<file path="src/design/spmt_pkg.sv">
// Shared types, constants and a helper function for the slot paging MMU.
package spmt_pkg;

  localparam int SLOT_COUNT       = 8;
  localparam int SLOT_IDX_W       = $clog2(SLOT_COUNT);
  localparam int SLOT_OFFSET_BITS = 13;
  localparam int ADDR_W           = SLOT_IDX_W + SLOT_OFFSET_BITS;
  localparam int PAGE_W           = 8;
  localparam int BANK_W           = 2;
  localparam int PHYS_W           = 21;
  localparam int CFG_ADDR_W       = 4;
  localparam int CFG_DATA_W       = 32;
  localparam int PORT_W           = 8;
  localparam int PORT_BANK_BIT    = 2;

  localparam logic [PAGE_W-1:0] ROM_PAGE  = 8'hFF;
  localparam logic [PAGE_W-1:0] RAM_PAGES = 8'd224;

  localparam logic [1:0] REG_ALT_ROM_ENABLE      = 2'd0;
  localparam logic [1:0] REG_ALT_ROM_WRITES_ONLY = 2'd1;
  localparam logic [1:0] REG_RAM_AVAILABLE       = 2'd2;

  typedef enum logic [1:0] {
    MODE_SET_PAGE    = 2'd0,
    MODE_LATCH_BANK  = 2'd1,
    MODE_TRANSLATE   = 2'd2,
    MODE_DEFAULT_MAP = 2'd3
  } mode_t;

  typedef enum logic [1:0] {
    REGION_MAIN_ROM = 2'd0,
    REGION_ALT_ROM  = 2'd1,
    REGION_RAM      = 2'd2
  } region_t;

  typedef struct packed {
    logic alt_rom_enable;
    logic alt_rom_writes_only;
    logic ram_available;
  } cfg_t;

  typedef struct packed {
    mode_t                       mode;
    logic [SLOT_IDX_W-1:0]       slot_idx;
    logic [PAGE_W-1:0]           page;
    logic [SLOT_OFFSET_BITS-1:0] offset;
  } item_t;

  typedef struct packed {
    logic                  rd_en;
    logic [SLOT_IDX_W-1:0] rd_idx;
    logic                  wr_en;
    logic [SLOT_IDX_W-1:0] wr_idx;
    logic [PAGE_W-1:0]     wr_data;
    logic                  restore;
  } mem_req_t;

  function automatic logic [PAGE_W-1:0] default_page(input logic [SLOT_IDX_W-1:0] idx);
    logic [PAGE_W-1:0] pg;
    case (idx)
      3'd0:    pg = ROM_PAGE;
      3'd1:    pg = ROM_PAGE;
      3'd2:    pg = 8'd10;
      3'd3:    pg = 8'd11;
      3'd4:    pg = 8'd4;
      3'd5:    pg = 8'd5;
      3'd6:    pg = 8'd0;
      3'd7:    pg = 8'd1;
      default: pg = ROM_PAGE;
    endcase
    return pg;
  endfunction

endpackage

</file>
<file path="src/design/spmt_if.sv">
// Valid/ready channel interfaces for the request and result transactions.
interface spmt_in_if;
  logic                                   valid;
  logic                                   ready;
  logic [1:0]                             mode;
  logic [spmt_pkg::SLOT_IDX_W-1:0]        slot;
  logic [spmt_pkg::PAGE_W-1:0]            page;
  logic                                   rom_latch_bit;
  logic [spmt_pkg::PORT_W-1:0]            port_1ffd_value;
  logic [spmt_pkg::ADDR_W-1:0]            cpu_address;

  modport source (output valid, mode, slot, page, rom_latch_bit, port_1ffd_value,
                  cpu_address, input ready);
  modport sink (input valid, mode, slot, page, rom_latch_bit, port_1ffd_value,
                cpu_address, output ready);
endinterface

interface spmt_out_if;
  logic                          valid;
  logic                          ready;
  spmt_pkg::region_t             region;
  logic [spmt_pkg::PHYS_W-1:0]   phys_offset;
  logic                          read_only;
  logic [spmt_pkg::PAGE_W-1:0]   slot_page;
  logic [spmt_pkg::BANK_W-1:0]   current_rom_bank;

  modport source (output valid, region, phys_offset, read_only, slot_page,
                  current_rom_bank, input ready);
  modport sink (input valid, region, phys_offset, read_only, slot_page,
                current_rom_bank, output ready);
endinterface

</file>
<file path="src/design/spmt_page_mem.sv">
// Page register memory with registered read data and per-slot valid bits for the default map.
module spmt_page_mem (
  input  logic                            clk,
  input  logic                            rst_n,
  input  spmt_pkg::mem_req_t              req,
  output logic [spmt_pkg::PAGE_W-1:0]     rd_page
);

  logic [spmt_pkg::PAGE_W-1:0]     mem_r [spmt_pkg::SLOT_COUNT];
  logic [spmt_pkg::SLOT_COUNT-1:0] vld_r;
  logic [spmt_pkg::SLOT_COUNT-1:0] vld_nxt;
  logic [spmt_pkg::PAGE_W-1:0]     rd_data_r;
  logic [spmt_pkg::SLOT_IDX_W-1:0] rd_idx_r;
  logic                            rd_vld_r;

  always_ff @(posedge clk) begin
    if (req.wr_en) begin
      mem_r[req.wr_idx] <= req.wr_data;
    end
    if (req.rd_en) begin
      rd_data_r <= mem_r[req.rd_idx];
      rd_idx_r  <= req.rd_idx;
    end
  end

  always_comb begin
    vld_nxt = vld_r;
    if (req.restore) begin
      vld_nxt = '0;
    end else if (req.wr_en) begin
      vld_nxt[req.wr_idx] = 1'b1;
    end
  end

  always_ff @(posedge clk) begin
    if (!rst_n) begin
      vld_r    <= '0;
      rd_vld_r <= 1'b0;
    end else begin
      vld_r <= vld_nxt;
      if (req.rd_en) begin
        rd_vld_r <= vld_r[req.rd_idx];
      end
    end
  end

  // An entry not written since reset or the last default map reads as its default page.
  assign rd_page = rd_vld_r ? rd_data_r : spmt_pkg::default_page(rd_idx_r);

endmodule

</file>
<file path="src/design/spmt_cfg_regs.sv">
// APB-style configuration registers for the alternate ROM and RAM presence.
module spmt_cfg_regs (
  input  logic                              clk,
  input  logic                              rst_n,
  input  logic                              psel,
  input  logic                              penable,
  input  logic                              pwrite,
  input  logic [spmt_pkg::CFG_ADDR_W-1:0]   paddr,
  input  logic [spmt_pkg::CFG_DATA_W-1:0]   pwdata,
  output logic [spmt_pkg::CFG_DATA_W-1:0]   prdata,
  output logic                              pready,
  output spmt_pkg::cfg_t                    cfg
);

  spmt_pkg::cfg_t cfg_r;
  spmt_pkg::cfg_t cfg_nxt;
  logic [1:0]     reg_idx;
  logic           wr_en;

  assign reg_idx = paddr[3:2];
  assign wr_en   = psel && penable && pwrite;
  assign pready  = 1'b1;

  always_comb begin
    cfg_nxt = cfg_r;
    if (wr_en) begin
      case (reg_idx)
        spmt_pkg::REG_ALT_ROM_ENABLE:      cfg_nxt.alt_rom_enable      = pwdata[0];
        spmt_pkg::REG_ALT_ROM_WRITES_ONLY: cfg_nxt.alt_rom_writes_only = pwdata[0];
        spmt_pkg::REG_RAM_AVAILABLE:       cfg_nxt.ram_available       = pwdata[0];
        default:                           cfg_nxt = cfg_r;
      endcase
    end
  end

  always_ff @(posedge clk) begin
    if (!rst_n) begin
      cfg_r.alt_rom_enable      <= 1'b0;
      cfg_r.alt_rom_writes_only <= 1'b0;
      cfg_r.ram_available       <= 1'b1;
    end else begin
      cfg_r <= cfg_nxt;
    end
  end

  always_comb begin
    prdata = '0;
    case (reg_idx)
      spmt_pkg::REG_ALT_ROM_ENABLE:      prdata[0] = cfg_r.alt_rom_enable;
      spmt_pkg::REG_ALT_ROM_WRITES_ONLY: prdata[0] = cfg_r.alt_rom_writes_only;
      spmt_pkg::REG_RAM_AVAILABLE:       prdata[0] = cfg_r.ram_available;
      default:                           prdata = '0;
    endcase
  end

  assign cfg = cfg_r;

endmodule

</file>
<file path="src/design/spmt_xlate.sv">
// Translation stage that combines the read page with the item and holds the result register.
module spmt_xlate #(
  parameter logic [spmt_pkg::PAGE_W-1:0] RAM_PAGES = spmt_pkg::RAM_PAGES
) (
  input  logic                          clk,
  input  logic                          rst_n,
  input  logic                          in_acc,
  input  spmt_pkg::item_t               item,
  input  spmt_pkg::cfg_t                cfg,
  input  logic [spmt_pkg::BANK_W-1:0]   bank,
  input  logic [spmt_pkg::PAGE_W-1:0]   rd_page,
  output logic                          stg_free,
  spmt_out_if.source                    out_ch
);

  logic                          stg_vld_r;
  logic                          stg_vld_nxt;
  spmt_pkg::item_t               stg_item_r;
  logic                          stg_adv;

  logic                          out_vld_r;
  logic                          out_vld_nxt;
  spmt_pkg::region_t             region_r;
  logic [spmt_pkg::PHYS_W-1:0]   phys_r;
  logic                          ro_r;
  logic [spmt_pkg::PAGE_W-1:0]   pg_r;
  logic [spmt_pkg::BANK_W-1:0]   bank_out_r;

  logic [spmt_pkg::PAGE_W-1:0]   page_now;
  logic                          is_ram;
  logic                          low_slot;
  spmt_pkg::region_t             region_nxt;
  logic [spmt_pkg::PHYS_W-1:0]   phys_nxt;
  logic                          ro_nxt;

  assign stg_adv  = stg_vld_r && (!out_vld_r || out_ch.ready);
  assign stg_free = !stg_vld_r || stg_adv;

  always_comb begin
    stg_vld_nxt = stg_vld_r;
    if (in_acc) begin
      stg_vld_nxt = 1'b1;
    end else if (stg_adv) begin
      stg_vld_nxt = 1'b0;
    end
    out_vld_nxt = out_vld_r;
    if (stg_adv) begin
      out_vld_nxt = 1'b1;
    end else if (out_ch.ready) begin
      out_vld_nxt = 1'b0;
    end
  end

  always_ff @(posedge clk) begin
    if (!rst_n) begin
      stg_vld_r <= 1'b0;
      out_vld_r <= 1'b0;
    end else begin
      stg_vld_r <= stg_vld_nxt;
      out_vld_r <= out_vld_nxt;
    end
  end

  always_ff @(posedge clk) begin
    if (in_acc) begin
      stg_item_r <= item;
    end
  end

  always_comb begin
    case (stg_item_r.mode)
      spmt_pkg::MODE_SET_PAGE:    page_now = stg_item_r.page;
      spmt_pkg::MODE_DEFAULT_MAP: page_now = spmt_pkg::default_page(stg_item_r.slot_idx);
      default:                    page_now = rd_page;
    endcase
  end

  assign is_ram   = (page_now != spmt_pkg::ROM_PAGE) && (page_now < RAM_PAGES) &&
                    cfg.ram_available;
  assign low_slot = (stg_item_r.slot_idx[spmt_pkg::SLOT_IDX_W-1:1] == '0);

  always_comb begin
    region_nxt = spmt_pkg::REGION_MAIN_ROM;
    phys_nxt   = '0;
    ro_nxt     = 1'b0;
    if (stg_item_r.mode == spmt_pkg::MODE_TRANSLATE) begin
      ro_nxt = 1'b1;
      if (is_ram) begin
        region_nxt = spmt_pkg::REGION_RAM;
        phys_nxt   = spmt_pkg::PHYS_W'({page_now, stg_item_r.offset});
        ro_nxt     = 1'b0;
      end else if (low_slot) begin
        if (cfg.alt_rom_enable && !cfg.alt_rom_writes_only) begin
          region_nxt = spmt_pkg::REGION_ALT_ROM;
          phys_nxt   = spmt_pkg::PHYS_W'({bank[0], stg_item_r.slot_idx[0],
                                          stg_item_r.offset});
        end else begin
          phys_nxt = spmt_pkg::PHYS_W'({bank, stg_item_r.slot_idx[0], stg_item_r.offset});
        end
      end else begin
        phys_nxt = spmt_pkg::PHYS_W'({stg_item_r.slot_idx, stg_item_r.offset});
      end
    end
  end

  always_ff @(posedge clk) begin
    if (stg_adv) begin
      region_r   <= region_nxt;
      phys_r     <= phys_nxt;
      ro_r       <= ro_nxt;
      pg_r       <= page_now;
      bank_out_r <= bank;
    end
  end

  assign out_ch.valid            = out_vld_r;
  assign out_ch.region           = region_r;
  assign out_ch.phys_offset      = phys_r;
  assign out_ch.read_only        = ro_r;
  assign out_ch.slot_page        = pg_r;
  assign out_ch.current_rom_bank = bank_out_r;

endmodule

</file>
<file path="src/design/slot_page_mmu_translate.sv">
// Top level of the 8 KB slot paging MMU: page memory, ROM bank and translation stage.
//
//   Channel   Direction  Handshake                  Carries
//   in_ch     sink       valid/ready                mode, slot, page, bank bits, address
//   out_ch    source     valid/ready                region, offset, read_only, page, bank
//   APB       slave      psel/penable, pready = 1   three one-bit configuration registers
//
// One transaction is accepted per cycle while input ready is high; it is registered in the
// translation stage and its result is registered into the output when the stage advances.
// The page memory is read at acceptance and its registered data is used by the stage. Page
// writes, default map and bank latch take effect at acceptance, so the next transaction's
// read already sees them. Reset loads the default map with no clearing pass. A stalled
// result holds the stage; input ready drops only when both stage and output are full.
module slot_page_mmu_translate #(
  parameter logic [spmt_pkg::PAGE_W-1:0] RAM_PAGES = spmt_pkg::RAM_PAGES
) (
  input  logic                              clk,
  input  logic                              rst_n,
  spmt_in_if.sink                           in_ch,
  spmt_out_if.source                        out_ch,
  input  logic                              psel,
  input  logic                              penable,
  input  logic                              pwrite,
  input  logic [spmt_pkg::CFG_ADDR_W-1:0]   paddr,
  input  logic [spmt_pkg::CFG_DATA_W-1:0]   pwdata,
  output logic [spmt_pkg::CFG_DATA_W-1:0]   prdata,
  output logic                              pready
);

  spmt_pkg::cfg_t                  cfg;
  spmt_pkg::item_t                 item;
  spmt_pkg::mem_req_t              mem_req;
  logic [spmt_pkg::PAGE_W-1:0]     rd_page;
  logic [spmt_pkg::BANK_W-1:0]     bank_r;
  logic [spmt_pkg::BANK_W-1:0]     bank_nxt;
  logic                            stg_free;
  logic                            in_acc;

  assign in_ch.ready = stg_free;
  assign in_acc      = in_ch.valid && stg_free;

  always_comb begin
    item.mode     = spmt_pkg::mode_t'(in_ch.mode);
    item.slot_idx = (item.mode == spmt_pkg::MODE_TRANSLATE) ?
                    in_ch.cpu_address[spmt_pkg::ADDR_W-1:spmt_pkg::SLOT_OFFSET_BITS] :
                    in_ch.slot;
    item.page     = in_ch.page;
    item.offset   = in_ch.cpu_address[spmt_pkg::SLOT_OFFSET_BITS-1:0];
  end

  always_comb begin
    mem_req.rd_en   = in_acc;
    mem_req.rd_idx  = item.slot_idx;
    mem_req.wr_en   = in_acc && (item.mode == spmt_pkg::MODE_SET_PAGE);
    mem_req.wr_idx  = in_ch.slot;
    mem_req.wr_data = in_ch.page;
    mem_req.restore = in_acc && (item.mode == spmt_pkg::MODE_DEFAULT_MAP);
  end

  always_comb begin
    bank_nxt = bank_r;
    if (in_acc) begin
      case (item.mode)
        spmt_pkg::MODE_LATCH_BANK:  bank_nxt = {in_ch.port_1ffd_value[spmt_pkg::PORT_BANK_BIT],
                                                in_ch.rom_latch_bit};
        spmt_pkg::MODE_DEFAULT_MAP: bank_nxt = '0;
        default:                    bank_nxt = bank_r;
      endcase
    end
  end

  always_ff @(posedge clk) begin
    if (!rst_n) begin
      bank_r <= '0;
    end else begin
      bank_r <= bank_nxt;
    end
  end

  spmt_cfg_regs u_cfg (
    .clk     (clk),
    .rst_n   (rst_n),
    .psel    (psel),
    .penable (penable),
    .pwrite  (pwrite),
    .paddr   (paddr),
    .pwdata  (pwdata),
    .prdata  (prdata),
    .pready  (pready),
    .cfg     (cfg)
  );

  spmt_page_mem u_mem (
    .clk     (clk),
    .rst_n   (rst_n),
    .req     (mem_req),
    .rd_page (rd_page)
  );

  spmt_xlate #(
    .RAM_PAGES (RAM_PAGES)
  ) u_xlate (
    .clk      (clk),
    .rst_n    (rst_n),
    .in_acc   (in_acc),
    .item     (item),
    .cfg      (cfg),
    .bank     (bank_r),
    .rd_page  (rd_page),
    .stg_free (stg_free),
    .out_ch   (out_ch)
  );

endmodule

</file>
<file path="src/flat_wrapper.sv">
// flat-port wrapper written by rule: the top's interface ports become plain ports
module slot_page_mmu_translate_flat 
#(
  parameter logic [spmt_pkg::PAGE_W-1:0] RAM_PAGES = spmt_pkg::RAM_PAGES
)
  (clk, rst_n, psel, penable, pwrite, paddr, pwdata, prdata, pready, in_ch_valid, in_ch_mode, in_ch_slot, in_ch_page, in_ch_rom_latch_bit, in_ch_port_1ffd_value, in_ch_cpu_address, in_ch_ready, out_ch_valid, out_ch_region, out_ch_phys_offset, out_ch_read_only, out_ch_slot_page, out_ch_current_rom_bank, out_ch_ready);
  spmt_in_if in_ch_i ();
  spmt_out_if out_ch_i ();
  input  logic clk;
  input  logic rst_n;
  input  logic psel;
  input  logic penable;
  input  logic pwrite;
  input  logic [spmt_pkg::CFG_ADDR_W-1:0] paddr;
  input  logic [spmt_pkg::CFG_DATA_W-1:0] pwdata;
  output logic [spmt_pkg::CFG_DATA_W-1:0] prdata;
  output logic pready;
  input wire logic [$bits(in_ch_i.valid)-1:0] in_ch_valid;
  input wire logic [$bits(in_ch_i.mode)-1:0] in_ch_mode;
  input wire logic [$bits(in_ch_i.slot)-1:0] in_ch_slot;
  input wire logic [$bits(in_ch_i.page)-1:0] in_ch_page;
  input wire logic [$bits(in_ch_i.rom_latch_bit)-1:0] in_ch_rom_latch_bit;
  input wire logic [$bits(in_ch_i.port_1ffd_value)-1:0] in_ch_port_1ffd_value;
  input wire logic [$bits(in_ch_i.cpu_address)-1:0] in_ch_cpu_address;
  output wire logic [$bits(in_ch_i.ready)-1:0] in_ch_ready;
  output wire logic [$bits(out_ch_i.valid)-1:0] out_ch_valid;
  output wire logic [$bits(out_ch_i.region)-1:0] out_ch_region;
  output wire logic [$bits(out_ch_i.phys_offset)-1:0] out_ch_phys_offset;
  output wire logic [$bits(out_ch_i.read_only)-1:0] out_ch_read_only;
  output wire logic [$bits(out_ch_i.slot_page)-1:0] out_ch_slot_page;
  output wire logic [$bits(out_ch_i.current_rom_bank)-1:0] out_ch_current_rom_bank;
  input wire logic [$bits(out_ch_i.ready)-1:0] out_ch_ready;
  assign in_ch_i.valid = in_ch_valid;
  assign in_ch_i.mode = in_ch_mode;
  assign in_ch_i.slot = in_ch_slot;
  assign in_ch_i.page = in_ch_page;
  assign in_ch_i.rom_latch_bit = in_ch_rom_latch_bit;
  assign in_ch_i.port_1ffd_value = in_ch_port_1ffd_value;
  assign in_ch_i.cpu_address = in_ch_cpu_address;
  assign in_ch_ready = in_ch_i.ready;
  assign out_ch_valid = out_ch_i.valid;
  assign out_ch_region = out_ch_i.region;
  assign out_ch_phys_offset = out_ch_i.phys_offset;
  assign out_ch_read_only = out_ch_i.read_only;
  assign out_ch_slot_page = out_ch_i.slot_page;
  assign out_ch_current_rom_bank = out_ch_i.current_rom_bank;
  assign out_ch_i.ready = out_ch_ready;
  slot_page_mmu_translate #(.RAM_PAGES(RAM_PAGES)) u_core (.clk(clk), .rst_n(rst_n), .in_ch(in_ch_i), .out_ch(out_ch_i), .psel(psel), .penable(penable), .pwrite(pwrite), .paddr(paddr), .pwdata(pwdata), .prdata(prdata), .pready(pready));
endmodule
</file>
<file path="config.mk">
export PLATFORM = sky130hd
export DESIGN_NAME = slot_page_mmu_translate_flat
export DESIGN_NICKNAME = d
export VERILOG_FILES = /design/src/design/spmt_pkg.sv /design/src/design/spmt_if.sv /design/src/design/spmt_page_mem.sv /design/src/design/spmt_cfg_regs.sv /design/src/design/spmt_xlate.sv /design/src/design/slot_page_mmu_translate.sv /design/src/flat_wrapper.sv
export SDC_FILE = /design/constraint.sdc
export NUM_CORES = 1
export LEC_CHECK = 0
export ABC_AREA = 1
export BUFFER_PORTS_ARGS = -buffer_cell sky130_fd_sc_hd__buf_2
export CELL_PAD_IN_SITES_DETAIL_PLACEMENT = 0
export CELL_PAD_IN_SITES_GLOBAL_PLACEMENT = 2
export CORE_AREA = 10 10 203 109
export CTS_CLUSTER_SIZE = 28
export DETAILED_ROUTE_END_ITERATION = 6
export DIE_AREA = 0 0 213 119
export GPL_TIMING_DRIVEN = 0
export PLACE_DENSITY = 0.84
export SYNTH_ARGS = -nofsm -noshare
export SYNTH_HDL_FRONTEND = slang
export SYNTH_SLANG_ARGS = --single-unit
</file>
<file path="constraint.sdc">
create_clock -name clk -period 2.9 [get_ports clk]
set_input_delay 0.29 -clock clk [delete_from_list [all_inputs] [get_ports clk]]
set_output_delay 0.29 -clock clk [all_outputs]
set_load 0.01 [all_outputs]
</file>
==> flow_metrics.env <==
export IMPL_status="completed"
export IMPL_io_pins=150
export IMPL_wl_met2_mm=6.03
export IMPL_critPathMaxFanout=18
export IMPL_p_int_mw=3.89
export IMPL_netlist_area_leader_share_pct=63.3
export IMPL_ys_types=34
export IMPL_critPathMostFrequentCell="nand3_1"
export IMPL_switching_share_pct=24.0
export IMPL_dr_pass1_iters=4
export IMPL_hpwl_mm=11.6
export IMPL_ant_nets=0
export IMPL_drc=0
export IMPL_worstSetupStartpointType="flip-flop"
export IMPL_met3_length_mm=1.07
export IMPL_coreArea_sq_um=18900
export IMPL_worst_path_largest_cell_delay_ps=590
export IMPL_ys_top_cells_by_area="edfxtp_1 63%, dfxtp_1 6.4%, nand2_1 5.5%"
export IMPL_antenna_found_initial=0
export IMPL_port_buffers=77
export IMPL_cts_tree="done"
export IMPL_grt_pass1_vias=4241
export IMPL_dieArea_sq_um=25300
export IMPL_final_common_cell="edfxtp_1"
export IMPL_grt_pass1_wl_mm=23.9
export IMPL_ys_warn_count=0
export IMPL_arrival_ps=2700
export IMPL_end_kind="flip-flop"
export IMPL_yosysTopAreaCell="edfxtp_1"
export IMPL_netlist_instances=549
export IMPL_cts_root_buffer="clkbuf_16"
export IMPL_fin_nets=762
export IMPL_p_leak_nw=3.24
export IMPL_rrSetupSlack_ps=310
export IMPL_cts_clk_slew_worst_paths_ps=60
export IMPL_combPwrFrac_pct=9.0
export IMPL_slew_violations=0
export IMPL_routed_via_density=4.50
export IMPL_worstMarginPinSlew_ps=970
export IMPL_syn_area_sq_um=6260
export IMPL_clockBufferDepth=2
export IMPL_rr_worst_depth=6
export IMPL_worstSetupStartpoint="u_core.u_xlate.out_ch.valid"
export IMPL_path_delay_family="simple AND/OR/NAND/NOR gates"
export IMPL_path_class="flip-flop to flip-flop"
export IMPL_m1WireLength_mm=8.03
export IMPL_dieWidth_microns=213
export IMPL_avgSynthCellArea_sq_um=11.4
export IMPL_reg2reg_from="u_core.u_xlate.out_ch.valid"
export IMPL_rsz0062_at_grt="false"
export IMPL_vias=4217
export IMPL_cp_num_cells=6
export IMPL_ir_drop_v=0.000416
export IMPL_clk_latency_ps=420
export IMPL_holdBufCountCts=0
export IMPL_place_ws_ps=-712
export IMPL_antenna_cells=0
export IMPL_max_cap_viol_count=0
export IMPL_maxSlewHeadroom_pct=35.0
export IMPL_hold_path_class="input pin to flip-flop"
export IMPL_grt_max_degree=31
export IMPL_n_fill_cell=1815
export IMPL_setup_viol=0
export IMPL_grt_use_total_pct=12.3
export IMPL_finalWorstSetupSlack_ps=314
export IMPL_switching_power_mw=1.23
export IMPL_synth_seq_area_share_pct=69.7
export IMPL_reg2reg_to="u_core.u_mem.mem_r[0][4]"
export IMPL_hold_violations=0
export IMPL_htreeDepth=4
export IMPL_routabilityCongestion=0.829
export IMPL_whs_ps=44.1
export IMPL_ys_ff_latch=152
export IMPL_overflow=0
export IMPL_first_iter_violations=307
export IMPL_cts_buffers=17
export IMPL_clock_sinks=152
export IMPL_endpoint="u_core.u_mem.mem_r[0][4]"
export IMPL_power_density_nw_per_um2=666
export IMPL_drive_gt1_share_pct=24.9
export IMPL_seqPwrFrac_pct=48.8
export IMPL_wl_per_cell_microns=16.3
export IMPL_required_ps=3010
export IMPL_layout_common_cells="132 x edfxtp_1, 92 x nand2_1, 86 x buf_2, 75 x nor2_1, 52 x inv_1"
export IMPL_syn_to_final_growth_pct=22.9
export IMPL_rows=36
export IMPL_crit_chain="nand3_1, nand2_2, clkinvlp_4, nand3_1, nor3_1, buf_2"
export IMPL_top_layer="met4"
export IMPL_initial_core_util_pct=33.2
export IMPL_dieHeight_microns=119
export IMPL_clockPowerShare_pct=42.3
export IMPL_finalCritPeriodShare_pct=89.2
export IMPL_wl_mm=15.3
export IMPL_cp_slowest_cell="nor3_1"
export IMPL_cts_setup_buffers=0
export IMPL_fmax_ghz=0.387
export IMPL_finalCriticalPeriod_ps=2590
export IMPL_crit_buf_inv=2
export IMPL_skew_ps=6.88
## layout make-up
class                      count  area (sq um)  share of cell area, %
clock inverter                14           150                   1.95
tap                          247           309                   4.01
multi-input combinational    326          1510                   19.6
inverter                      56           214                   2.78
timing repair buffer          79           410                   5.33
clock buffer                  18           429                   5.58
timing repair inverter         1          5.00                 0.0650
sequential                   152          4360                   56.7
buffer                        45           308                   4.00
## sequential cells by signal, indices dropped and copies added (netlist names), named ones only
register / cells
u_core.u_mem.rd_idx_r: 3
u_core.u_xlate.out_ch.current_rom_bank: 2
u_core.u_mem.rd_data_r: 8
u_core.u_mem.vld_r: 8
u_core.u_xlate.out_ch.slot_page: 8
u_core.u_mem.rd_vld_r: 1
u_core.u_cfg.cfg: 3
u_core.u_xlate.stg_item_r: 23
u_core.u_mem.mem_r: 64
u_core.u_xlate.stg_vld_r: 1
u_core.u_xlate.out_ch.region: 2
u_core.u_xlate.out_ch.phys_offset: 21
u_core.u_xlate.out_ch.read_only: 1
u_core.u_xlate.out_ch.valid: 1
u_core.bank_r: 2
## stage by stage
step / std cells / area, sq um / TNS [ps] / util (%) / power, mW
global placement: 903 / 7070 / -41190 / 37.5 / 2.98
floorplan: 579 / 6370 / 0 / - / 2.82
finish: 938 / 7700 / 0 / 40.8 / 5.12
detailed placement: 905 / 7110 / -37660 / 37.7 / 3.00
CTS: 938 / 7700 / 0 / 40.8 / 5.16
global route: 938 / 7700 / 0 / 40.8 / 5.33
## kinds of logic (layout without fill, tap and decap cells)
logic type	count (synthesis)	count (layout)	share of synthesized area [%]
AOI/OAI and AO/OA	79	79	7.17
adders and majority gates	3	3	0.600
other	2	32	0.120
and+or+nand+nor	212	212	14.1
DFF	152	152	69.7
buffers and inverters	101	213	8.27
## worst min-delay path by stage
stage	slack (ps)	from	to	cells after the start
CTS	30	in_ch_cpu_address[2]	u_core.u_xlate.stg_item_r[2]	1
global route	20	in_ch_cpu_address[5]	u_core.u_xlate.stg_item_r[5]	1
global placement	420	u_core.bank_r[1]	u_core.u_xlate.out_ch.current_rom_bank[1]	0
floorplan	370	rst_n	u_core.u_cfg.cfg[0]	1
finish	40	in_ch_cpu_address[6]	u_core.u_xlate.stg_item_r[6]	1
detailed placement	420	u_core.bank_r[1]	u_core.u_xlate.out_ch.current_rom_bank[1]	0
## synth_stat cells
| cell type | count |
|---|---|
| conb_1 | 2 |
| buf_2 | 8 |
| o21ai_0 | 44 |
| nor2_1 | 75 |
| inv_1 | 53 |
| o22ai_1 | 8 |
| nand2_4 | 1 |
| o21bai_1 | 1 |
| nor3_2 | 1 |
| nand2_1 | 92 |
| edfxtp_1 | 132 |
| ha_1 | 3 |
| inv_2 | 3 |
| a31oi_1 | 3 |
| a211oi_1 | 2 |
| a21oi_2 | 1 |
| nand3_1 | 25 |
| nand2_2 | 6 |
| nand4_1 | 4 |
| o31ai_1 | 2 |
| nand3_2 | 1 |
| o21ai_4 | 1 |
| clkbuf_1 | 2 |
| a22oi_1 | 2 |
| a21oi_1 | 10 |
| o311ai_0 | 1 |
| dfxtp_1 | 20 |
| o21ai_2 | 1 |
| o21ai_1 | 3 |
| nor4_1 | 2 |
| nor3_1 | 4 |
| buf_4 | 34 |
| clkbuf_2 | 1 |
| nor2_2 | 1 |
## power groups by stage
stage	Combinational, mW	Sequential (mW)	Clock, mW
3_5_place_dp	0.452	2.54	0
5_1_grt	0.516	2.50	2.31
4_1_cts	0.456	2.50	2.21
6_report	0.459	2.50	2.17
3_3_place_gp	0.436	2.54	0
2_1_floorplan	0.266	2.55	0
## per-layer routing
metal / track usage (%) / vias to the layer above
met5: 0 / -
met4: 3.55 / 0
met3: 4.21 / 10
met2: 16.2 / 127
met1: 18.4 / 2009
li1: - / 2071
## repair_timing
| action | CTS | global route |
|---|---|---|
| hold endpoints to repair | 0 | 0 |
| resized for setup | 1 | 0 |
| setup endpoints to repair | 74 | 0 |
No activity file was read; power rests on OpenSTA's default activity.
